**src/hw/rtl/bpmdos_pkg.sv**
```systemverilog
// Shared types, constants and helpers of the beam position difference-over-sum unit.
package bpmdos_pkg;

  localparam int unsigned RawW       = 13;
  localparam int unsigned AdcBitsDef = 13;
  localparam int unsigned PedW       = 16;
  localparam int unsigned CfgW       = 64;
  localparam int unsigned PosW       = 24;
  localparam int unsigned GainW      = 20;
  localparam int unsigned RatioW     = 18;
  localparam int unsigned MatW       = 16;
  localparam int unsigned DivN       = 18;
  // Lane pipeline: sample stage, magnitude stage, DivN quotient stages,
  // saturation, multiply and rounding.
  localparam int unsigned LaneLat    = DivN + 5;
  localparam int unsigned MergeLat   = 2;
  localparam int unsigned TotalLat   = LaneLat + MergeLat;

  localparam logic [CfgW-1:0] RotReset = 64'h4000_0000_0000_4000;

  typedef enum logic [2:0] {
    REG_PEDESTAL = 3'd0,
    REG_ROTATION = 3'd1,
    REG_GAIN     = 3'd2,
    REG_OFFSET_X = 3'd3,
    REG_OFFSET_Y = 3'd4,
    REG_Z_POS    = 3'd5
  } cfg_reg_e;

  typedef struct packed {
    logic vld;
    logic all;
  } beat_tag_t;

  function automatic logic signed [PosW-1:0] sat24(input logic signed [27:0] x);
    logic signed [27:0] hi;
    logic signed [27:0] lo;
    hi = 28'sd8388607;
    lo = -28'sd8388608;
    if (x > hi) begin
      sat24 = hi[PosW-1:0];
    end else if (x < lo) begin
      sat24 = lo[PosW-1:0];
    end else begin
      sat24 = x[PosW-1:0];
    end
  endfunction

endpackage

```
**src/hw/rtl/bpmdos_merge.sv**
```systemverilog
// Merging stage: gates the lane results, rotates them and adds the offsets.
module bpmdos_merge
  import bpmdos_pkg::*;
(
  input  logic                   clk_i,
  input  logic                   rst_ni,
  input  beat_tag_t              tag_i,
  input  logic signed [PosW-1:0] u_i,
  input  logic signed [PosW-1:0] v_i,
  input  logic [CfgW-1:0]        rot_i,
  input  logic signed [PosW-1:0] off_x_i,
  input  logic signed [PosW-1:0] off_y_i,
  output beat_tag_t              tag_o,
  output logic signed [PosW-1:0] u_o,
  output logic signed [PosW-1:0] v_o,
  output logic signed [PosW-1:0] x_o,
  output logic signed [PosW-1:0] y_o
);

  logic signed [PosW-1:0] ug, vg;
  logic signed [PosW-1:0] u_q, v_q, uo_q, vo_q, x_q, y_q;
  logic signed [39:0] p00_q, p01_q, p10_q, p11_q;
  logic signed [40:0] sx, sy, rx, ry;
  beat_tag_t tag1_q, tag2_q;

  assign ug = tag_i.all ? u_i : '0;
  assign vg = tag_i.all ? v_i : '0;

  always_ff @(posedge clk_i or negedge rst_ni) begin
    if (!rst_ni) begin
      tag1_q <= '0;
      tag2_q <= '0;
    end else begin
      tag1_q <= tag_i;
      tag2_q <= tag1_q;
    end
  end

  always_ff @(posedge clk_i) begin
    u_q   <= ug;
    v_q   <= vg;
    p00_q <= $signed(rot_i[15:0])  * ug;
    p01_q <= $signed(rot_i[31:16]) * vg;
    p10_q <= $signed(rot_i[47:32]) * ug;
    p11_q <= $signed(rot_i[63:48]) * vg;
  end

  assign sx = 41'(p00_q) + 41'(p01_q) + 41'sd8192;
  assign sy = 41'(p10_q) + 41'(p11_q) + 41'sd8192;
  assign rx = sx >>> 14;
  assign ry = sy >>> 14;

  // The rotated value stays well inside 28 bits, so the signed cast keeps its sign.
  always_ff @(posedge clk_i) begin
    uo_q <= u_q;
    vo_q <= v_q;
    x_q  <= sat24(28'(rx) + 28'(off_x_i));
    y_q  <= sat24(28'(ry) + 28'(off_y_i));
  end

  assign tag_o = tag2_q;
  assign u_o   = uo_q;
  assign v_o   = vo_q;
  assign x_o   = x_q;
  assign y_o   = y_q;

endmodule
```
**config.mk**
```make
export PLATFORM = sky130hd
export DESIGN_NAME = bpmdos_merge
export DESIGN_NICKNAME = d
export VERILOG_FILES = /design/src/hw/rtl/bpmdos_pkg.sv /design/src/hw/rtl/bpmdos_merge.sv
export SDC_FILE = /design/constraint.sdc
export NUM_CORES = 2
export LEC_CHECK = 0
export BUFFER_PORTS_ARGS = -buffer_cell sky130_fd_sc_hd__buf_2
export CORE_AREA = 2 2 374 376
export CTS_BUF_LIST = sky130_fd_sc_hd__clkbuf_16
export DETAILED_ROUTE_END_ITERATION = 10
export DIE_AREA = 0 0 376 378
export GPL_TIMING_DRIVEN = 0
export PLACE_DENSITY = 0.66
export SYNTH_ARGS = -nofsm -noshare
export SYNTH_HDL_FRONTEND = slang
export SYNTH_SLANG_ARGS = --single-unit
```
**constraint.sdc**
```tcl
create_clock -name clk_i -period 9.73 [get_ports clk_i]
set_clock_uncertainty 0.2 [all_clocks]
set_input_delay 1.4595 -clock clk_i [delete_from_list [all_inputs] [get_ports clk_i]]
set_output_delay 1.4595 -clock clk_i [all_outputs]
set_load 0.02 [all_outputs]
```
==> flow_summary.ini <==
[route]
wl_per_cell_um = 25.1
drc = 0
finalWirelength_um = 243000
drtIter0Drc = 5007
num_vias = 54786
via_per_inst = 5.64
drt.antenna.violating_nets = 0
firstDrtPassIters = 7

[worst_setup_path]
r2r_end = y_o[9]
critical_path_class = primary input to flop
crit_required_ps = 10000
worstPathArrival_ps = 9860
worst-r2r-cell-count = 25
cp_max_fo = 10
r2r-start = p10_q[16]
end_kind = flop
cp-start-kind = primary input
ff2ff_setup_slack_ps = 3320

[global_routing]
grt_start_max_net_pins = 15
antenna_found_initial = 41
grt_pass1_vias = 57373
grt_pass1_wl_um = 361000
grt_overflow = 0
grt.total_usage_pct = 34.9

[die]
rows = 137
dieArea_um2 = 142000
die_w_um = 376
die_y_um = 378
core_um2 = 139000
io_pins = 262
start_util_pct = 49.5

[clocking]
insertion_delay_ps = 660
cts_tree = done
path_clk_slew_ps = 100
htree_levels = 2
cts-root-buf = clkbuf_16
cts_sinks = 308
postCtsSetupBuffers = 0
cts_buffers = 40
cts_hold_buf = 0
cts_max_path_buffers = 3

[timing]
slew_viol_final = 0
worstMarginPinSlew_ps = 1390
setup_viol = 0
fin_crit_ps = 9590
fin_hold_ws_ps = 93.5
grt_setup_unrepaired = false
hold_viol = 0
relSlewSlack_pct = 7.52
period_share_pct = 98.6
fmax_mhz = 104

[yosys]
synth_top_family_by_area = adder cells
synth_edf_count = 0
synth_compound_area_share_pct = 6.92
syn_inst = 7551
avgSynthCellArea_um2 = 9.08
yosys_warnings = 0
synth-simple-area-share_pct = 14.2
yosysSeqAreaShare_pct = 9.03
synth_cell_types = 93
async_reset_ff_share_pct = 1.30
synth_seq_cells = 308
syn_nets = 9813
synthXorXnorAreaFrac_pct = 3.35
muxShareOfSynthArea_pct = 0.0310
netlist_area_um2 = 68500
yosys.area_share.adder_pct = 54.7
synthFlopType = dfxtp_1

[placement]
port_buffers = 261
routabilityCongestion = 1.05
hpwl_um = 204000

[outcome]
status = completed

[finish]
layout-drive-gt1-share_pct = 5.59
multi_input_area_um2 = 54300
nFillCells = 13172
seqCellArea_um2 = 6190
final_nets = 10108
areaGrowthSynthToFinish_pct = 7.30

[min_path]
holdPathEnd = u_o[1]
hp-start = u_q[1]
hold_class = flop to flop
worstHoldPathCells = 0

[job]
drv_cap = 0
==> layout by cell type (no fill, tap or decap), drive strengths merged, types with 6 or more instances in the layout <==
cell type,instances
ha,600
nand2,972
nor2,192
nand4,17
o21a,32
nand3,36
xor2,81
and2,46
dfxtp,304
nand2b,39
nor3,29
and3,627
o31ai,9
inv,1786
diode,27
a211o,14
nor3b,6
or2,7
o21ai,148
buf,270
o211ai,24
fa,1498
clkinvlp,6
a21boi,15
a31oi,15
a221oi,6
clkinv,17
clkbuf,379
a211oi,20
nor4,7
o21bai,33
a21oi,229
xnor2,181
a2111oi,8
a31o,9
a21o,110
nor2b,21
==> cell type report <==
| cell class | count | area share [%] |
|---|---|---|
| Inverter | 1778 | 9.08 |
| Buffer | 351 | 1.95 |
| Antenna cell | 27 | 0.0919 |
| Timing Repair Buffer | 261 | 1.78 |
| Clock inverter | 33 | 0.398 |
| Sequential cell | 308 | 8.41 |
| Multi-Input combinational cell | 5106 | 73.9 |
| Tap cell | 1807 | 3.07 |
| Clock buffer | 40 | 1.36 |
==> worst max-delay path, stage by stage <==
cell	delay [ps]
buf_2	390
buf_2	500
and2_1	190
clkbuf_1	420
clkbuf_2	440
nand2_1	140
fa_1	560
inv_1	50
fa_1	470
fa_1	660
fa_1	460
fa_1	490
inv_1	50
fa_1	470
inv_1	40
ha_1	360
a21oi_1	220
o21ai_0	180
a221o_1	410
a31oi_1	570
o21ai_0	410
a211o_1	370
a31oi_1	250
o21ai_0	140
xnor2_1	140
==> registers in the layout (all words and copies together), names as in the netlist <==
signal,count
p00_q,40
p01_q,40
p10_q,40
p11_q,40
u_o,24
u_q,24
v_o,24
v_q,24
x_o,24
y_o,24
tag1_q,2
tag_o,2
==> synth_stat cells (46+ instances only) <==
master | instances | area [µm²]
a21o_1 | 109 | 818
nand2_1 | 972 | 3650
clkbuf_1 | 347 | 1300
o21ai_0 | 115 | 576
a21oi_1 | 225 | 1130
xor2_1 | 81 | 709
dfxtp_1 | 304 | 6090
fa_1 | 1498 | 30000
ha_1 | 600 | 7510
xnor2_1 | 181 | 1590
and2_1 | 46 | 288
and3_1 | 627 | 3920
nor2_1 | 192 | 721
inv_1 | 1774 | 6660
==> cell families (layout without fill, tap and decap cells) <==
| family | Yosys count | after routing |
|---|---|---|
| adders and majority gates | 2098 | 2098 |
| DFF | 308 | 308 |
| buffers and inverters | 2137 | 2463 |
| other | 0 | 27 |
| AOI/OAI and AO/OA | 721 | 721 |
| xor gates and xnor gates | 262 | 262 |
| and+or+nand+nor | 2023 | 2023 |
| muxes | 2 | 2 |
==> metal layers <==
metal	track usage [%]	wire (µm)	vias to the layer above
li1	-	-	23613
met1	44.1	93700	27730
met2	55.4	110000	2698
met3	8.40	23600	721
met4	18.5	15700	24
met5	0	164	-
==> worst max-delay path by stage <==
stage,startpoint,cells past startpoint,slack (ps),to
final,tag_i[0],25,140,p11_q[39]
after global routing,tag_i[0],26,9,p01_q[39]
after CTS,tag_i[0],26,20,p10_q[38]
after detailed placement,tag_i[0],27,-1590,p10_q[38]
after global placement,tag_i[0],27,-1580,p10_q[38]
after floorplan,tag_i[0],27,1500,p01_q[38]
==> through the flow <==
| step | setup slack, ps | utilization, % | cells | cell area, µm² | TNS [ps] |
|---|---|---|---|---|---|
| after global routing | 9.50 | 53.1 | 9689 | 73500 | 0 |
| after CTS | 22.8 | 53.0 | 9686 | 73400 | 0 |
| after detailed placement | -1590 | 52.1 | 9619 | 72100 | -46290 |
| after global placement | -1580 | 52.1 | 9619 | 72100 | -43470 |
| final | 140 | 53.1 | 9711 | 73500 | 0 |
| after floorplan | 1500 | - | 7551 | 68500 | 0 |
==> repair_timing <==
action	CTS	global route
resized for setup	49	32
pin swaps	0	0
setup endpoints to repair	30	30
Power is not shown: default switching activity piles up to over one toggle a cycle in this logic, so the estimate is an artifact.
