$ cat src/hw/rtl/bpmdos_pkg.sv
// Shared types, constants and helpers of the beam position difference-over-sum unit.
package bpmdos_pkg;

  localparam int unsigned RawW       = 13;
  localparam int unsigned AdcBitsDef = 13;
  localparam int unsigned PedW       = 16;
  localparam int unsigned CfgW       = 64;
  localparam int unsigned PosW       = 24;
  localparam int unsigned GainW      = 20;
  localparam int unsigned RatioW     = 18;
  localparam int unsigned MatW       = 16;
  localparam int unsigned DivN       = 18;
  // Lane pipeline: sample stage, magnitude stage, DivN quotient stages,
  // saturation, multiply and rounding.
  localparam int unsigned LaneLat    = DivN + 5;
  localparam int unsigned MergeLat   = 2;
  localparam int unsigned TotalLat   = LaneLat + MergeLat;

  localparam logic [CfgW-1:0] RotReset = 64'h4000_0000_0000_4000;

  typedef enum logic [2:0] {
    REG_PEDESTAL = 3'd0,
    REG_ROTATION = 3'd1,
    REG_GAIN     = 3'd2,
    REG_OFFSET_X = 3'd3,
    REG_OFFSET_Y = 3'd4,
    REG_Z_POS    = 3'd5
  } cfg_reg_e;

  typedef struct packed {
    logic vld;
    logic all;
  } beat_tag_t;

  function automatic logic signed [PosW-1:0] sat24(input logic signed [27:0] x);
    logic signed [27:0] hi;
    logic signed [27:0] lo;
    hi = 28'sd8388607;
    lo = -28'sd8388608;
    if (x > hi) begin
      sat24 = hi[PosW-1:0];
    end else if (x < lo) begin
      sat24 = lo[PosW-1:0];
    end else begin
      sat24 = x[PosW-1:0];
    end
  endfunction

endpackage

$ cat src/hw/rtl/bpmdos_lane.sv
// One antenna-pair lane: pedestal removal, pipelined ratio divider and gain scaling.
module bpmdos_lane
  import bpmdos_pkg::*;
#(
  parameter int unsigned ADC_BITS = AdcBitsDef
) (
  input  logic                    clk_i,
  input  logic [RawW-1:0]         raw_p_i,
  input  logic [RawW-1:0]         raw_q_i,
  input  logic [PedW-1:0]         ped_p_i,
  input  logic [PedW-1:0]         ped_q_i,
  input  logic signed [GainW-1:0] gain_i,
  output logic signed [PosW-1:0]  pos_o
);

  localparam int unsigned UseW = (ADC_BITS < RawW) ? ADC_BITS : RawW;

  logic signed [17:0] cor_p, cor_q;
  logic signed [18:0] diff_q, sum_q;
  logic [18:0] mag_n, mag_d;

  logic [32:0]       rem_q  [0:DivN];
  logic [RatioW-1:0] den_q  [0:DivN];
  logic [DivN-1:0]   quo_q  [0:DivN];
  logic              neg_q  [0:DivN];
  logic              zero_q [0:DivN];
  logic              ovf_q  [0:DivN];

  logic signed [RatioW-1:0] ratio_q;
  logic signed [37:0] prod_q;
  logic signed [38:0] rnd;
  logic signed [PosW-1:0] pos_q;

  assign cor_p = $signed(18'(raw_p_i[UseW-1:0])) - $signed({2'b0, ped_p_i});
  assign cor_q = $signed(18'(raw_q_i[UseW-1:0])) - $signed({2'b0, ped_q_i});

  always_ff @(posedge clk_i) begin
    diff_q <= 19'(cor_p) - 19'(cor_q);
    sum_q  <= 19'(cor_p) + 19'(cor_q);
  end

  assign mag_n = diff_q[18] ? 19'(-diff_q) : diff_q;
  assign mag_d = sum_q[18]  ? 19'(-sum_q)  : sum_q;

  always_ff @(posedge clk_i) begin
    rem_q[0]  <= {mag_n[17:0], 15'b0};
    den_q[0]  <= mag_d[17:0];
    quo_q[0]  <= '0;
    neg_q[0]  <= diff_q[18] ^ sum_q[18];
    zero_q[0] <= (sum_q == '0);
    // A quotient of DivN bits or more saturates anyway.
    ovf_q[0]  <= {3'b0, mag_n[17:0], 15'b0} >= {mag_d[17:0], 18'b0};
  end

  for (genvar j = 0; j < DivN; j++) begin : g_div
    logic signed [35:0] trial;
    assign trial = $signed({3'b0, rem_q[j]})
                 - $signed(36'(den_q[j]) << (DivN - 1 - j));
    always_ff @(posedge clk_i) begin
      rem_q[j+1]  <= trial[35] ? rem_q[j] : trial[32:0];
      quo_q[j+1]  <= {quo_q[j][DivN-2:0], ~trial[35]};
      den_q[j+1]  <= den_q[j];
      neg_q[j+1]  <= neg_q[j];
      zero_q[j+1] <= zero_q[j];
      ovf_q[j+1]  <= ovf_q[j];
    end
  end

  always_ff @(posedge clk_i) begin
    if (zero_q[DivN]) begin
      ratio_q <= '0;
    end else if (!neg_q[DivN]) begin
      ratio_q <= (ovf_q[DivN] || quo_q[DivN][DivN-1]) ? 18'sd131071
                                                      : $signed(quo_q[DivN]);
    end else begin
      ratio_q <= (ovf_q[DivN] || (quo_q[DivN] > 18'd131072)) ? -18'sd131072
                                                             : 18'(-quo_q[DivN]);
    end
  end

  always_ff @(posedge clk_i) begin
    prod_q <= gain_i * ratio_q;
  end

  // The scaled value stays within 2^21, so the 24-bit slice needs no clamp.
  assign rnd = {prod_q[37], prod_q} + 39'sd16384;

  always_ff @(posedge clk_i) begin
    pos_q <= rnd[38:15];
  end

  assign pos_o = pos_q;

endmodule

$ cat config.mk
export PLATFORM = sky130hd
export DESIGN_NAME = bpmdos_lane
export DESIGN_NICKNAME = d
export VERILOG_FILES = /design/src/hw/rtl/bpmdos_pkg.sv /design/src/hw/rtl/bpmdos_lane.sv
export SDC_FILE = /design/constraint.sdc
export NUM_CORES = 2
export LEC_CHECK = 0
export BUFFER_PORTS_ARGS = -buffer_cell sky130_fd_sc_hd__clkbuf_2
export CAP_MARGIN = 40
export CORE_AREA = 2 2 414 416
export DETAILED_ROUTE_END_ITERATION = 8
export DIE_AREA = 0 0 416 418
export HOLD_SLACK_MARGIN = 0.12
export PLACE_DENSITY = 0.54
export RECOVER_POWER = 50
export SYNTH_ARGS = -nofsm -noshare
export SYNTH_HDL_FRONTEND = slang
export SYNTH_SLANG_ARGS = --single-unit
$ cat constraint.sdc
create_clock -name clk_i -period 9.44 [get_ports clk_i]
set_input_delay 0.944 -clock clk_i [delete_from_list [all_inputs] [get_ports clk_i]]
set_output_delay 0.944 -clock clk_i [all_outputs]
set_load 0.05 [all_outputs]
==> flow_metrics.tcl <==
set metrics [dict create \
    post_cts_buffers 0 \
    synth.top_cells.by_count "dfxtp_1, inv_1, ha_1" \
    synth-edff-count 0 \
    antenna_left 0 \
    syn2layout_area_growth_pct 12.5 \
    ys_top_cells_by_area "dfxtp_1, fa_1, ha_1" \
    cts_sinks 1079 \
    start_util_pct 34.8 \
    highest_layer "met4" \
    whs_ns 0.258 \
    synthAdderAreaFrac_pct 23.1 \
    routed-wl-met3_mm 5.43 \
    clk_pin_slew_ns 0.06 \
    grt_overflow 0 \
    muxShareOfSynthArea_pct 2.43 \
    critPathKind "register to register" \
    synth_top_area_share_pct 36.7 \
    final_util_pct 39.2 \
    postCtsHoldBufs 0 \
    crit_required_ns 10.11 \
    fillers 16700 \
    fp.dieW_um 416 \
    post-route-period-util_pct 79.1 \
    drc 0 \
    layout_min_cycle_time_ns 7.47 \
    drive_above_1_share_pct 7.85 \
    cts.htree.levels 3 \
    syn_inst 6187 \
    cp-end-kind "register" \
    fin_nets 7257 \
    synth_xor_area_share_pct 6.48 \
    drtIter0Drc 2158 \
    dr_total_vias 40700 \
    critPathLaunchType "register" \
    drt_wl_total_mm 123 \
    cts_buffer_depth 3 \
    path_max_fanout 20 \
    synth.ff_latch_count 1079 \
    grt_max_degree 38 \
    finalHoldViolCount 0 \
    netlist_area_um2 58900 \
    setup_violations 0 \
    drv_cap 0 \
    wl_met2_mm 56.5 \
    clock_skew_ns 0.0836 \
    syn_area_per_cell_um2 9.52 \
    critical_path_arrival_ns 8.14 \
    cts_root_buf "clkbuf_16" \
    synth_nets 7123 \
    worstMarginPinSlew_ns 0.969 \
    wl_met1_mm 58.0 \
    place_area_um2 62100 \
    dieArea_um2 174000 \
    grt_pass1_vias 41500 \
    grt_pass1_wl_mm 206 \
    cts_resized 0 \
    fp.dieH_um 418 \
    synthArstFlopShare_pct 0 \
    ys.flop_type "dfxtp_1" \
    setup_tns_ns 0 \
    status "finished, final reports clean" \
    rsz0062_at_grt "false" \
    synth_compound_area_share_pct 10.9 \
    io_pins 103 \
    cts_tree "yes" \
    synth_most_common_cell "dfxtp_1" \
    via_per_inst 4.71 \
    hold_class "register to register" \
    drt_pre_antenna_iters 7 \
    place_congestion 0.841 \
    slew_headroom_pct 35.3 \
    fmax_mhz 134 \
    numCtsBuffers 114 \
    numPortBuffers 102 \
    final_area_um2 66300 \
    yosys.area_share.simple_pct 13.8 \
    clock_latency_ns 0.75 \
    grt.total_usage_pct 14.2 \
    slew_violations 0 \
    antenna_found_initial 3 \
    ys_types 90 \
    seq_area_frac_synth_pct 36.7 \
    synth_warnings 0 \
    wl_per_cell_um 14.2 \
    synth_area_leader_cell "dfxtp_1" \
    dp_hpwl_mm 96.6 \
    std_cell_rows 151 \
    coreArea_um2 169000 \
    synth_top_family_by_area "adder cells" \
]
==> worst max-delay path, stage by stage (launching register included) <==
cell	delay, ns
dfxtp_1	0.95
nand2_1	0.18
fa_1	0.58
inv_1	0.05
fa_1	0.50
inv_1	0.05
fa_1	0.48
inv_1	0.06
fa_1	0.51
fa_1	0.55
inv_1	0.05
fa_1	0.53
inv_1	0.05
ha_1	0.35
a211o_1	0.32
a21oi_1	0.22
o22ai_1	0.13
and2_1	0.18
o21ai_0	0.26
a31o_2	0.27
a21oi_1	0.13
o41a_1	0.45
or4_1	0.42
nand3_1	0.09
==> cell families (layout without fill, tap and decap cells) <==
family | Yosys count | in the layout
muxes | 129 | 129
buffers and inverters | 1035 | 1268
xor gates and xnor gates | 436 | 436
and+or+nand+nor | 1638 | 1638
AOI/OAI and AO/OA | 1012 | 1012
adders and majority gates | 857 | 857
other | 1 | 2
DFF | 1079 | 1079
==> state kept, by name, indices dropped and copies added (netlist names), named ones only <==
| signal | flops |
|---|---|
| prod_q | 24 |
| sum_q | 18 |
| den_q | 324 |
| pos_o | 24 |
| ovf_q | 19 |
| ratio_q | 18 |
| zero_q | 19 |
| neg_q | 19 |
| diff_q | 17 |
| rem_q | 425 |
| quo_q | 171 |
==> placed cells by master, fill, tap and decap left out, types with 17 or more instances in the layout <==
master     count
a31oi_1       22
and2_1       210
nand3_1       80
nand4_1       28
ha_1         476
clkinv_2      23
inv_1        911
a21oi_1      284
buf_4         24
and3_1        25
clkbuf_1      18
nor2_1       357
o31ai_1       33
o21ai_0      260
xor2_1       176
a21o_1        76
clkbuf_2     102
nor2b_1       75
clkbuf_16    114
o21a_1        73
nand2_1      464
bufinv_16     19
a211oi_1      39
o41ai_1       17
nor4_1        51
nor3_1       118
fa_1         381
or3_1         66
dfxtp_1     1079
mux2_2       113
nand2b_1      69
clkbuf_8      21
o21bai_1      25
a21boi_0      28
xnor2_1      260
==> worst paths after layout <==
kind	depth (start not counted)	slack, ns	to	startpoint
hold / removal	0	0.26	quo_q[18][8]$_DFF_P_	quo_q[17][7]$_DFF_P_
setup / recovery	23	1.97	prod_q[37]$_DFF_P_	ratio_q[11]$_SDFF_PP0_
setup reg to reg	23	1.97	prod_q[37]$_DFF_P_	ratio_q[11]$_SDFF_PP0_
hold reg to reg	0	0.26	quo_q[18][8]$_DFF_P_	quo_q[17][7]$_DFF_P_
==> metrics by stage <==
stage,instances,setup WS (ns)
after floorplan,6187,2.38
after global placement,8408,1.69
after detailed placement,8422,1.67
after CTS,8637,1.98
after global routing,8639,1.59
final,8639,1.97
==> layer usage <==
metal,vias to the layer above,track usage [%]
li1,20600,-
met1,19300,18.5
met2,665,24.2
met3,157,2.39
met4,0,3.91
met5,-,0
==> layout make-up <==
cell class | count | area [um^2] | area share [%]
multi-input combinational | 4073 | 33400 | 50.3
tap | 2218 | 2780 | 4.19
timing repair buffer | 140 | 910 | 1.37
antenna | 1 | 2.50 | 0.00378
inverter | 913 | 3430 | 5.17
clock inverter | 62 | 991 | 1.49
sequential | 1079 | 21600 | 32.6
clock buffer | 153 | 3210 | 4.84
Power is left out: the tool's default activity adds up to more than one toggle a clock period on the data nets, which glitch-free logic cannot reach.
